[config.mk]
export PLATFORM = sky130hd
export DESIGN_NAME = llca_mul
export DESIGN_NICKNAME = d
export VERILOG_FILES = /design/src/hdl/line_line_closest_approach_3d_assert.svh /design/src/hdl/llca_mul.sv
export SDC_FILE = /design/constraint.sdc
export NUM_CORES = 2
export LEC_CHECK = 0
export BUFFER_PORTS_ARGS = -buffer_cell sky130_fd_sc_hd__buf_2
export CORE_ASPECT_RATIO = 1.2
export CORE_UTILIZATION = 28
export DETAILED_ROUTE_END_ITERATION = 12
export GPL_ROUTABILITY_DRIVEN = 0
export PLACE_DENSITY = 0.51
export RECOVER_POWER = 100
export SYNTH_ARGS = -nofsm -noshare
export SYNTH_HDL_FRONTEND = slang
export SYNTH_SLANG_ARGS = --single-unit
[constraint.sdc]
create_clock -name clk -period 15.3 [get_ports clk]
set_clock_uncertainty 0.05 [all_clocks]
set_input_delay 0.765 -clock clk [delete_from_list [all_inputs] [get_ports clk]]
set_output_delay 0.765 -clock clk [all_outputs]
set_load 0.01 [all_outputs]
[src/hdl/line_line_closest_approach_3d_assert.svh]
// ----------------------------------------------------------------------------
// Closest approach assertion macros
// Clocked implication checks, disabled while arst_n is low.
// ----------------------------------------------------------------------------
`ifndef LINE_LINE_CLOSEST_APPROACH_3D_ASSERT_SVH
`define LINE_LINE_CLOSEST_APPROACH_3D_ASSERT_SVH

// same-cycle implication
`define LLCA_ASSERT_IMP(label, pre, post) \
	label: assert property (@(posedge clk) disable iff (!arst_n) (pre) |-> (post)) \
		else $error("llca check failed");

// next-cycle implication
`define LLCA_ASSERT_NEXT(label, pre, post) \
	label: assert property (@(posedge clk) disable iff (!arst_n) (pre) |=> (post)) \
		else $error("llca check failed");

`endif

[src/hdl/llca_mul.sv]
// ----------------------------------------------------------------------------
// Closest approach pipelined multiplier
// Signed product built from 33x33 partial products, one B chunk per stage.
// ----------------------------------------------------------------------------
module llca_mul #(
	parameter int WA  = 32,
	parameter int WB  = 32,
	parameter int LAT = 1
) (
	input  logic                    clk,
	input  logic                    en,
	input  logic signed [WA-1:0]    a,
	input  logic signed [WB-1:0]    b,
	output logic signed [WA+WB-1:0] p
);

	localparam int CW = 32;
	localparam int NA = (WA + CW - 1) / CW;
	localparam int NB = (WB + CW - 1) / CW;
	localparam int WP = WA + WB;

	logic signed [NA*CW-1:0] a_s   [1:LAT];
	logic signed [NB*CW-1:0] b_s   [1:LAT];
	logic signed [WP-1:0]    acc_s [1:LAT];

	for (genvar j = 0; j < LAT; j++) begin : g_stage
		logic signed [NA*CW-1:0] a_cur;
		logic signed [NB*CW-1:0] b_cur;
		logic signed [WP-1:0]    acc_cur;
		logic signed [WP-1:0]    sum;

		if (j == 0) begin : g_first
			assign a_cur   = (NA*CW)'(a);
			assign b_cur   = (NB*CW)'(b);
			assign acc_cur = '0;
		end else begin : g_next
			assign a_cur   = a_s[j];
			assign b_cur   = b_s[j];
			assign acc_cur = acc_s[j];
		end

		if (j < NB) begin : g_mac
			logic signed [CW:0]     ac;
			logic signed [CW:0]     bc;
			logic signed [2*CW+1:0] pr;
			always_comb begin
				if (j == NB - 1) begin
					bc = $signed({b_cur[j*CW+CW-1], b_cur[j*CW +: CW]});
				end else begin
					bc = $signed({1'b0, b_cur[j*CW +: CW]});
				end
				sum = acc_cur;
				ac  = '0;
				pr  = '0;
				for (int i = 0; i < NA; i++) begin
					if (i == NA - 1) begin
						ac = $signed({a_cur[i*CW+CW-1], a_cur[i*CW +: CW]});
					end else begin
						ac = $signed({1'b0, a_cur[i*CW +: CW]});
					end
					pr  = ac * bc;
					sum = sum + (WP'(pr) <<< (CW * (i + j)));
				end
			end
		end else begin : g_pass
			assign sum = acc_cur;
		end

		always_ff @(posedge clk) begin
			if (en) begin
				acc_s[j+1] <= sum;
				a_s[j+1]   <= a_cur;
				b_s[j+1]   <= b_cur;
			end
		end
	end

	assign p = acc_s[LAT];

endmodule

==> metrics.txt <==
largest family of logic cells by synthesized area adder cells; Post-DP HPWL a little under 90000 um; CTS hold repair buffers 0; htree depth 3; final hold viol count 0; Post-Syn Nets between 5000 and 6000; Die Ht 405.0 um; CP Capture Type flip-flop; largest net degree at the start of global routing 44; Simple-Gate Fraction of Synth Area 0.1546; ys async rst share 0; unrepaired setup endpoints after global routing no; CTS buffer count 9; Worst Path Required between 15 and 20 ns; top cell type by total area after synthesis fa_1; Netlist cell types slightly below 60; Hold Path Class input pin to flip-flop; Overall Global Routing Usage 0.1726; Crit Path Category input pin to flip-flop; f_max around 94 MHz; mean post-synth cell area 9.695 um2; clock root buffer clkbuf_16; number of global-route vias before repair ~29000; yosys warns 0; register bit total from synthesis 64; PostCTS Resize Cnt 0; Starting Density 0.2826; synthesized area 37900 um2; Vias about 26000; # DRC 0; antenna violations before repair 14; Tcrit/Tclk final 0.6964; max reg flops 64; most frequent cell after synthesis fa_1; # rows 147; final WL ~110000 um; TritonRoute pass-1 iters 5; post-synthesis compound-gate area fraction 0.03071; registers with the most flip-flops acc_s (64); 1st-iter DRT viols 1073; main flop type after synthesis edfxtp_1; Post-DRT Antenna Nets 0; TritonCTS clock tree yes; relative slew slack -0.7677; proportion of synthesized area in mux cells 0; Yosys top cell area share 0.5716; Reg with most FFs acc_s; Hold Slack 1.032 ns; die area approximately 140000 um2; setup_tns 0 ns; Synth Area in XOR/XNOR 0.01687; Tmin final ~11 ns; number of clock sinks 64; top cells by count, synth 1082 x fa_1, 954 x inv_1, 522 x nand2_1; Worst Tran Pin Value about 2.7 ns; die width around 340 um; CTS Buffer Depth 2; Avg WL per Cell 19.69 um; # IOs 130; Area growth syn-to-layout 6.626%; global-route wire length before repair ~180000 um; Area contributors post-synth fa_1 57%, inv_1 9.4%, and2_1 8.5%; status finished, violations left; violated checks max-capacitance violations, max-slew violations; EDFF count, synth 64; Clock transition at path regs around 0.060 ns; max-slew violations around 130; Seq/Total Area, Yosys 0.05071; synthesized instance count around 4000; core area 134100 um2; worst-path fanout max 32; layout cell share with drive strength beyond 1 0.02883; drt via density 4.521; adder-cell share of the synthesized area 0.6323; WP data arrival 10.73 ns; Final Setup Violations 0; max_cap viols 4; grt total ovfl 0; Post-CTS Setup Inserts 0; CP startpoint kind input pin; I/O Buffers around 130; count of nets after finishing 5212
## critical path, stage by stage
cell and delay, ns:
clkbuf_1 1.15, nand2_1 0.39, inv_1 0.18, fa_1 0.41, inv_1 0.27, fa_1 0.47, inv_1 0.21, fa_1 0.50
fa_1 0.94, inv_1 0.48, fa_1 0.62, inv_1 0.07, fa_1 0.55, inv_1 0.05, fa_1 0.50, inv_1 0.06
fa_1 0.45, ha_1 0.38, nand3_1 0.27, nor3_1 0.48, nor2b_1 0.20, a31oi_1 0.05, o21a_1 0.21, a22o_1 0.30
o21a_4 0.25, o41ai_1 0.35, xor2_1 0.13
## worst paths after layout
check / startpoint / slack (ns) / depth (start not counted) / endpoint
max: b[5] / 4.64 / 27 / acc_s[1][62]
min: b[0] / 1.03 / 2 / acc_s[1][0]
## cells in the final DEF (no fill, tap or decap), types with 4 or more instances in the layout
cell type     n
edfxtp_1     64
nor3_1       11
o21a_1        9
inv_1       954
clkbuf_16     9
a211oi_1      4
o211ai_1      4
o21bai_1     11
buf_4        29
and2_1      511
nor2_1       65
a21oi_1      64
o21ai_0      34
nand3_1      14
clkbuf_1     70
fa_1       1082
buf_2        63
a21o_1       26
nand4_1       8
diode_2       9
xor2_1       20
ha_1        184
nor2b_1       4
nand2b_1     14
xnor2_1      53
nand2_1     523
a31oi_1       6
## metal layers
layer  vias to the layer above  part of all wire  wire [um]  GRT usage
met2                       507              0.55      61720     0.3264
met4                         8             0.033       3694    0.05739
met1                     13920              0.39      43170     0.2013
met5                         -           0.00044         49          0
li1                      11100                 -          -          -
met3                       154             0.029       3223    0.01570
## cell type report
type                            count  area, um2
Clock buffer                       10      229.0
Tap cell                         1788       2237
Clock inverter                      6      36.28
Timing Repair Buffer              161      792.0
Sequential cell                    64       1922
Inverter                          954       3581
Antenna cell                        9      22.52
Fill cell                       14130      93670
Multi-Input combinational cell   2690      31590
## cells by family after synthesis
kind of cell | after synthesis
DFF | 64
AOI/OAI and AO/OA | 181
buffers and inverters | 1155
xor gates and xnor gates | 73
adders and majority gates | 1266
and+or+nand+nor | 1170
## metrics by stage
stage	instances	util	cell area, um2	setup slack, ns
after floorplan	3909	-	37900	6.959
after global placement	5657	0.3002	40260	5.280
after detailed placement	5657	0.3002	40260	5.068
after CTS	5673	0.3022	40520	5.476
after global routing	5673	0.3012	40390	4.072
final	5682	0.3014	40410	4.645
Power is not shown: default switching activity piles up to over one toggle a cycle in this logic, so the estimate is an artifact.
