<file path="src/hdl/line_line_closest_approach_3d_assert.svh">
// ----------------------------------------------------------------------------
// Closest approach assertion macros
// Clocked implication checks, disabled while arst_n is low.
// ----------------------------------------------------------------------------
`ifndef LINE_LINE_CLOSEST_APPROACH_3D_ASSERT_SVH
`define LINE_LINE_CLOSEST_APPROACH_3D_ASSERT_SVH

// same-cycle implication
`define LLCA_ASSERT_IMP(label, pre, post) \
	label: assert property (@(posedge clk) disable iff (!arst_n) (pre) |-> (post)) \
		else $error("llca check failed");

// next-cycle implication
`define LLCA_ASSERT_NEXT(label, pre, post) \
	label: assert property (@(posedge clk) disable iff (!arst_n) (pre) |=> (post)) \
		else $error("llca check failed");

`endif

</file>
<file path="src/hdl/llca_pkg.sv">
// ----------------------------------------------------------------------------
// Closest approach package
// Request and result types, status codes and pipeline latencies.
// ----------------------------------------------------------------------------
package llca_pkg;

	typedef struct packed {
		logic signed [31:0] first_base_x;
		logic signed [31:0] first_base_y;
		logic signed [31:0] first_base_z;
		logic signed [31:0] first_dir_x;
		logic signed [31:0] first_dir_y;
		logic signed [31:0] first_dir_z;
		logic signed [31:0] second_base_x;
		logic signed [31:0] second_base_y;
		logic signed [31:0] second_base_z;
		logic signed [31:0] second_dir_x;
		logic signed [31:0] second_dir_y;
		logic signed [31:0] second_dir_z;
	} req_t;

	typedef struct packed {
		logic [1:0]         status;
		logic [31:0]        gap_distance;
		logic signed [31:0] mid_x;
		logic signed [31:0] mid_y;
		logic signed [31:0] mid_z;
	} res_t;

	localparam logic [1:0] ST_OK        = 2'd0;
	localparam logic [1:0] ST_DIR2_ZERO = 2'd1;
	localparam logic [1:0] ST_DIR1_ZERO = 2'd2;
	localparam logic [1:0] ST_PARALLEL  = 2'd3;

	localparam int MUL1_LAT  = 1;
	localparam int MUL2_LAT  = 3;
	localparam int MUL3_LAT  = 4;
	localparam int GAP_QW    = 64;
	localparam int DIVQ_LAT  = GAP_QW + 1;
	localparam int SQRT_LAT  = GAP_QW / 2;
	localparam int MID_QW    = 33;
	localparam int MID_LAT   = DIVQ_LAT + SQRT_LAT;

endpackage

</file>
<file path="src/hdl/llca_sqrt.sv">
// ----------------------------------------------------------------------------
// Closest approach pipelined square root
// Floor square root of a 64-bit value, one root bit per stage, saturating.
// ----------------------------------------------------------------------------
module llca_sqrt (
	input  logic        clk,
	input  logic        en,
	input  logic [63:0] x,
	input  logic        ovf,
	output logic [31:0] root
);

	import llca_pkg::*;

	logic [63:0] rem_s [1:SQRT_LAT];
	logic [31:0] r_s   [1:SQRT_LAT];
	logic        o_s   [1:SQRT_LAT];

	for (genvar j = 0; j < SQRT_LAT; j++) begin : g_stage
		localparam int B = SQRT_LAT - 1 - j;
		logic [63:0] rem_cur;
		logic [63:0] rem_nxt;
		logic [31:0] r_cur;
		logic [31:0] r_nxt;
		logic        o_cur;
		logic [65:0] inc;

		if (j == 0) begin : g_first
			assign rem_cur = x;
			assign r_cur   = '0;
			assign o_cur   = ovf;
		end else begin : g_next
			assign rem_cur = rem_s[j];
			assign r_cur   = r_s[j];
			assign o_cur   = o_s[j];
		end

		assign inc = (66'(r_cur) << (B + 1)) + (66'(1) << (2 * B));

		always_comb begin
			rem_nxt = rem_cur;
			r_nxt   = r_cur;
			if (66'(rem_cur) >= inc) begin
				rem_nxt  = rem_cur - inc[63:0];
				r_nxt[B] = 1'b1;
			end
		end

		always_ff @(posedge clk) begin
			if (en) begin
				rem_s[j+1] <= rem_nxt;
				r_s[j+1]   <= r_nxt;
				o_s[j+1]   <= o_cur;
			end
		end
	end

	assign root = o_s[SQRT_LAT] ? '1 : r_s[SQRT_LAT];

endmodule

</file>
<file path="config.mk">
export PLATFORM = sky130hd
export DESIGN_NAME = llca_sqrt
export DESIGN_NICKNAME = d
export VERILOG_FILES = /design/src/hdl/line_line_closest_approach_3d_assert.svh /design/src/hdl/llca_pkg.sv /design/src/hdl/llca_sqrt.sv
export SDC_FILE = /design/constraint.sdc
export NUM_CORES = 2
export LEC_CHECK = 0
export BUFFER_PORTS_ARGS = -buffer_cell sky130_fd_sc_hd__buf_2
export CORE_MARGIN = 2
export CORE_UTILIZATION = 50
export CTS_CLUSTER_DIAMETER = 60
export DETAILED_ROUTE_END_ITERATION = 10
export MAX_ROUTING_LAYER = met4
export PLACE_DENSITY = 0.74
export SYNTH_ARGS = -nofsm -noshare
export SYNTH_HDL_FRONTEND = slang
export SYNTH_SLANG_ARGS = --single-unit
</file>
<file path="constraint.sdc">
create_clock -name clk -period 6.5 [get_ports clk]
set_input_delay 1.3 -clock clk [delete_from_list [all_inputs] [get_ports clk]]
set_output_delay 1.3 -clock clk [all_outputs]
set_load 0.01 [all_outputs]
</file>
==> metrics.log <==
[metrics] sequential cell area fraction in the yosys report: 0.6295
[metrics] vias in the first global route: 77800
[metrics] total die area: 0.2467 sq mm
[metrics] crit path launch: rem_s[0][1366]$_DFFE_PP_
[metrics] worst slew slack as a fraction of its limit: 0.01346
[metrics] adder and majority cell fraction of the synthesized area: 0.05753
[metrics] tightest hold margin: around 0.40 ns
[metrics] total wire length: just over 300 mm
[metrics] maximum net fanout on the critical path: 6
[metrics] largest family of logic cells by synthesized area: simple AND/OR/NAND/NOR gates
[metrics] overall routing resource usage: 0.2503
[metrics] hold bufs inserted after CTS: 0
[metrics] Clock Sinks: approximately 2500
[metrics] Vias/cell: approximately 5.8
[metrics] commonest register cell after synthesis: edfxtp_1
[metrics] leakage: 50.44 nW
[metrics] power density cells: between 300 and 400 mW/mm^2
[metrics] area growth from synthesis to final layout: 11.16%
[metrics] netlist area before placement: between 0.1 and 0.15 sq mm
[metrics] synthesized instance count: about 9600
[metrics] synthesis warning total: 0
[metrics] Bufs on Longest Clock Path: 4
[metrics] first-iteration detailed-routing DRC count: 6151
[metrics] mean instance size in the synthesized netlist: 12.67 sq um
[metrics] placed cell count: between 10000 and 15000
[metrics] Setup crit end kind: register
[metrics] final instance count without filler cells: 13268
[metrics] top cells by count, synth: edfxtp_1, inv_1, nor2_1
[metrics] maximum level of the CTS H-tree: 5
[metrics] post-layout power: ~49 mW
[metrics] share of post-route cells with drive strength above 1: 0.07806
[metrics] DR vias: ~77000
[metrics] Setup Total Neg Slack: 0 ns
[metrics] share of async-settable or async-resettable flops after synthesis: 0
[metrics] share of synthesized area spent on multiplexers: 0.009754
[metrics] Remaining DRCs: 0
[metrics] flops & latches, synth: roughly 2500
[metrics] clock tree skew after final layout: around 0.068 ns
[metrics] total congestion overflow after global routing: 0
[metrics] clock root cell: clkbuf_16
[metrics] count of final hold-check violations: 0
[metrics] final worst slack: approximately 1.3 ns
[metrics] post-CTS resize count: 0
[metrics] category of the worst setup path launch point: register
[metrics] maximum number of pins on one net before global-route repair: a little over 200
[metrics] outcome: complete, no violations
[metrics] xor and xnor fraction of the mapped netlist area: 0.06359
[metrics] achievable clock frequency: ~190 MHz
[metrics] overall die width: between 400 and 500 um
[metrics] category of the most critical setup path: register to register
[metrics] initial cell density of the core: 0.5036
[metrics] setup repair after global routing missed its margin: no
[metrics] leading post-synthesis cells by cell area: edfxtp_1, ha_1, xnor2_1
[metrics] Hold/Removal Path Class: register to register
[metrics] final net count: around 10000
[metrics] global-route wire length before repair: 455.9 mm
[metrics] number of CTS-inserted buffers: just under 300
[metrics] shortest period the worst path allows: between 5 and 6 ns
[metrics] Maximum Capacitance Violations: 0
[metrics] buffers inserted by post-CTS timing repair: 0
[metrics] number of search-and-repair iterations in the first detailed-routing pass: 8
[metrics] library cell with the largest summed area after synthesis: edfxtp_1
[metrics] Post-DRT Antenna Nets: 0
[metrics] Slew Viols, Final: 0
[metrics] setup violation total in the final timing report: 0
[metrics] HPWL after DPL: 230.1 mm
[metrics] area inside the core boundary: ~0.24 sq mm
[metrics] Synth cell types: 98
[metrics] area fraction in compound gates after synthesis: 0.09184
[metrics] final period utilization: 0.8054
[metrics] data required time of the critical path: roughly 7 ns
[metrics] final weighted congestion in routability-driven placement: approximately 1.0
[metrics] Port Buffers: 98
[metrics] clock edge transition at the registers on the reported setup and hold paths: about 0.06 ns
[metrics] clock latency reported for the late side of the worst-skew pair: between 0.9 and 1 ns
[metrics] vertical extent of the die: 496.6 um
[metrics] TritonCTS clock tree: built
[metrics] number of antenna violations at the first check in global routing: 8
[metrics] wire length per cell: 22.85 um
[metrics] Post-Place Worst Slack: 1.383 ns
[metrics] worst vdd rail ir drop: 274.6 uV
[metrics] number of flops mapped to enable cells by yosys: ~2500
[metrics] Data arrival, critical path: roughly 5.7 ns
[metrics] Boundary Pins: 99
[metrics] launching point of the worst reg2reg path: rem_s[0][1366]$_DFFE_PP_
[metrics] proportion of netlist area held by the largest area contributor: 0.6295
[metrics] post-synthesis net count: around 10000
[metrics] number of rows created at floorplan: 180
[metrics] min-delay src: rem_s[0][1734]$_DFFE_PP_
[metrics] Synth Area in Simple Gates: 0.1198
[metrics] most frequent cell after synthesis: edfxtp_1
[metrics] actual slew at the worst max-slew pin: between 1 and 1.5 ns
==> critical path, stage by stage, from the launching register on <==
cell,delay (ns)
edfxtp_1,0.39
ha_1,0.36
o21ai_0,0.18
a211oi_1,0.25
a221oi_1,0.73
o31ai_1,0.28
o2111ai_1,0.37
a21oi_1,0.13
a2111oi_2,0.59
nand2b_1,0.18
nor3_1,0.22
xor2_1,1.09
==> layer usage <==
layer / vias to the layer above / share of wire / routed length [um] / global-route usage
li1: 36420 / - / - / -
met1: 37276 / 0.34 / 104200 / 0.2427
met2: 2335 / 0.54 / 163600 / 0.4602
met3: 836 / 0.039 / 11870 / 0.03245
met4: 0 / 0.077 / 23450 / 0.1713
met5: - / 0 / 0 / -
==> path summary, 6_finish.rpt <==
check        cells after the start                       end  slack (ns)
max                             11  rem_s[0][1459]$_DFFE_PP_        1.26
min                              0  rem_s[0][1798]$_DFFE_PP_        0.40
max reg2reg                     11  rem_s[0][1459]$_DFFE_PP_        1.26
min reg2reg                      0  rem_s[0][1798]$_DFFE_PP_        0.40
==> cell usage in the layout, fill, tap and decap left out, types with 241 or more instances in the layout <==
cell type,netlist,final
edfxtp_1,2544,2544
inv_1,688,688
nor2_1,631,629
a21oi_1,626,625
nand2_1,591,591
ha_1,558,558
xnor2_1,468,467
o21ai_0,415,415
xor2_1,413,413
nor4_1,340,339
clkbuf_16,0,295
a21o_1,251,251
nor3_1,241,241
==> power breakdown <==
part / leakage, nW / switching, mW / internal [mW] / total [mW]
logic: 21.6 / 6.10 / 4.08 / 10.2
clock network: 4.38 / 6.41 / 9.23 / 15.6
registers: 24.5 / 1.88 / 20.9 / 22.7
total: 50.4 / 14.4 / 34.2 / 48.5
==> cell type report <==
cell class	instances	area, sq um
Inverter	692	2600
Sequential cell	2544	76390
Clock buffer	344	7566
Clock inverter	157	1456
Antenna cell	27	67.56
Timing Repair Buffer	164	1164
Tap cell	3185	3985
Multi-Input combinational cell	6155	41660
Fill cell	19186	106100
==> state kept, by name (all words and copies together) (netlist names) <==
| register | flops |
|---|---|
| rem_s | 1984 |
| o_s | 32 |
| r_s | 528 |
==> metrics by stage <==
step / util / area (sq um)
2_1_floorplan: - / 121300
3_3_place_gp: 0.5220 / 125800
3_5_place_dp: 0.5220 / 125800
4_1_cts: 0.5595 / 134800
5_1_grt: 0.5597 / 134900
6_report: 0.5598 / 134900
==> cell families after synthesis <==
logic type / count (synthesis)
xor gates and xnor gates: 881
muxes: 106
buffers and inverters: 880
DFF: 2544
adders and majority gates: 558
AOI/OAI and AO/OA: 1803
and+or+nand+nor: 2807
(Power assumes the default switching activity.)
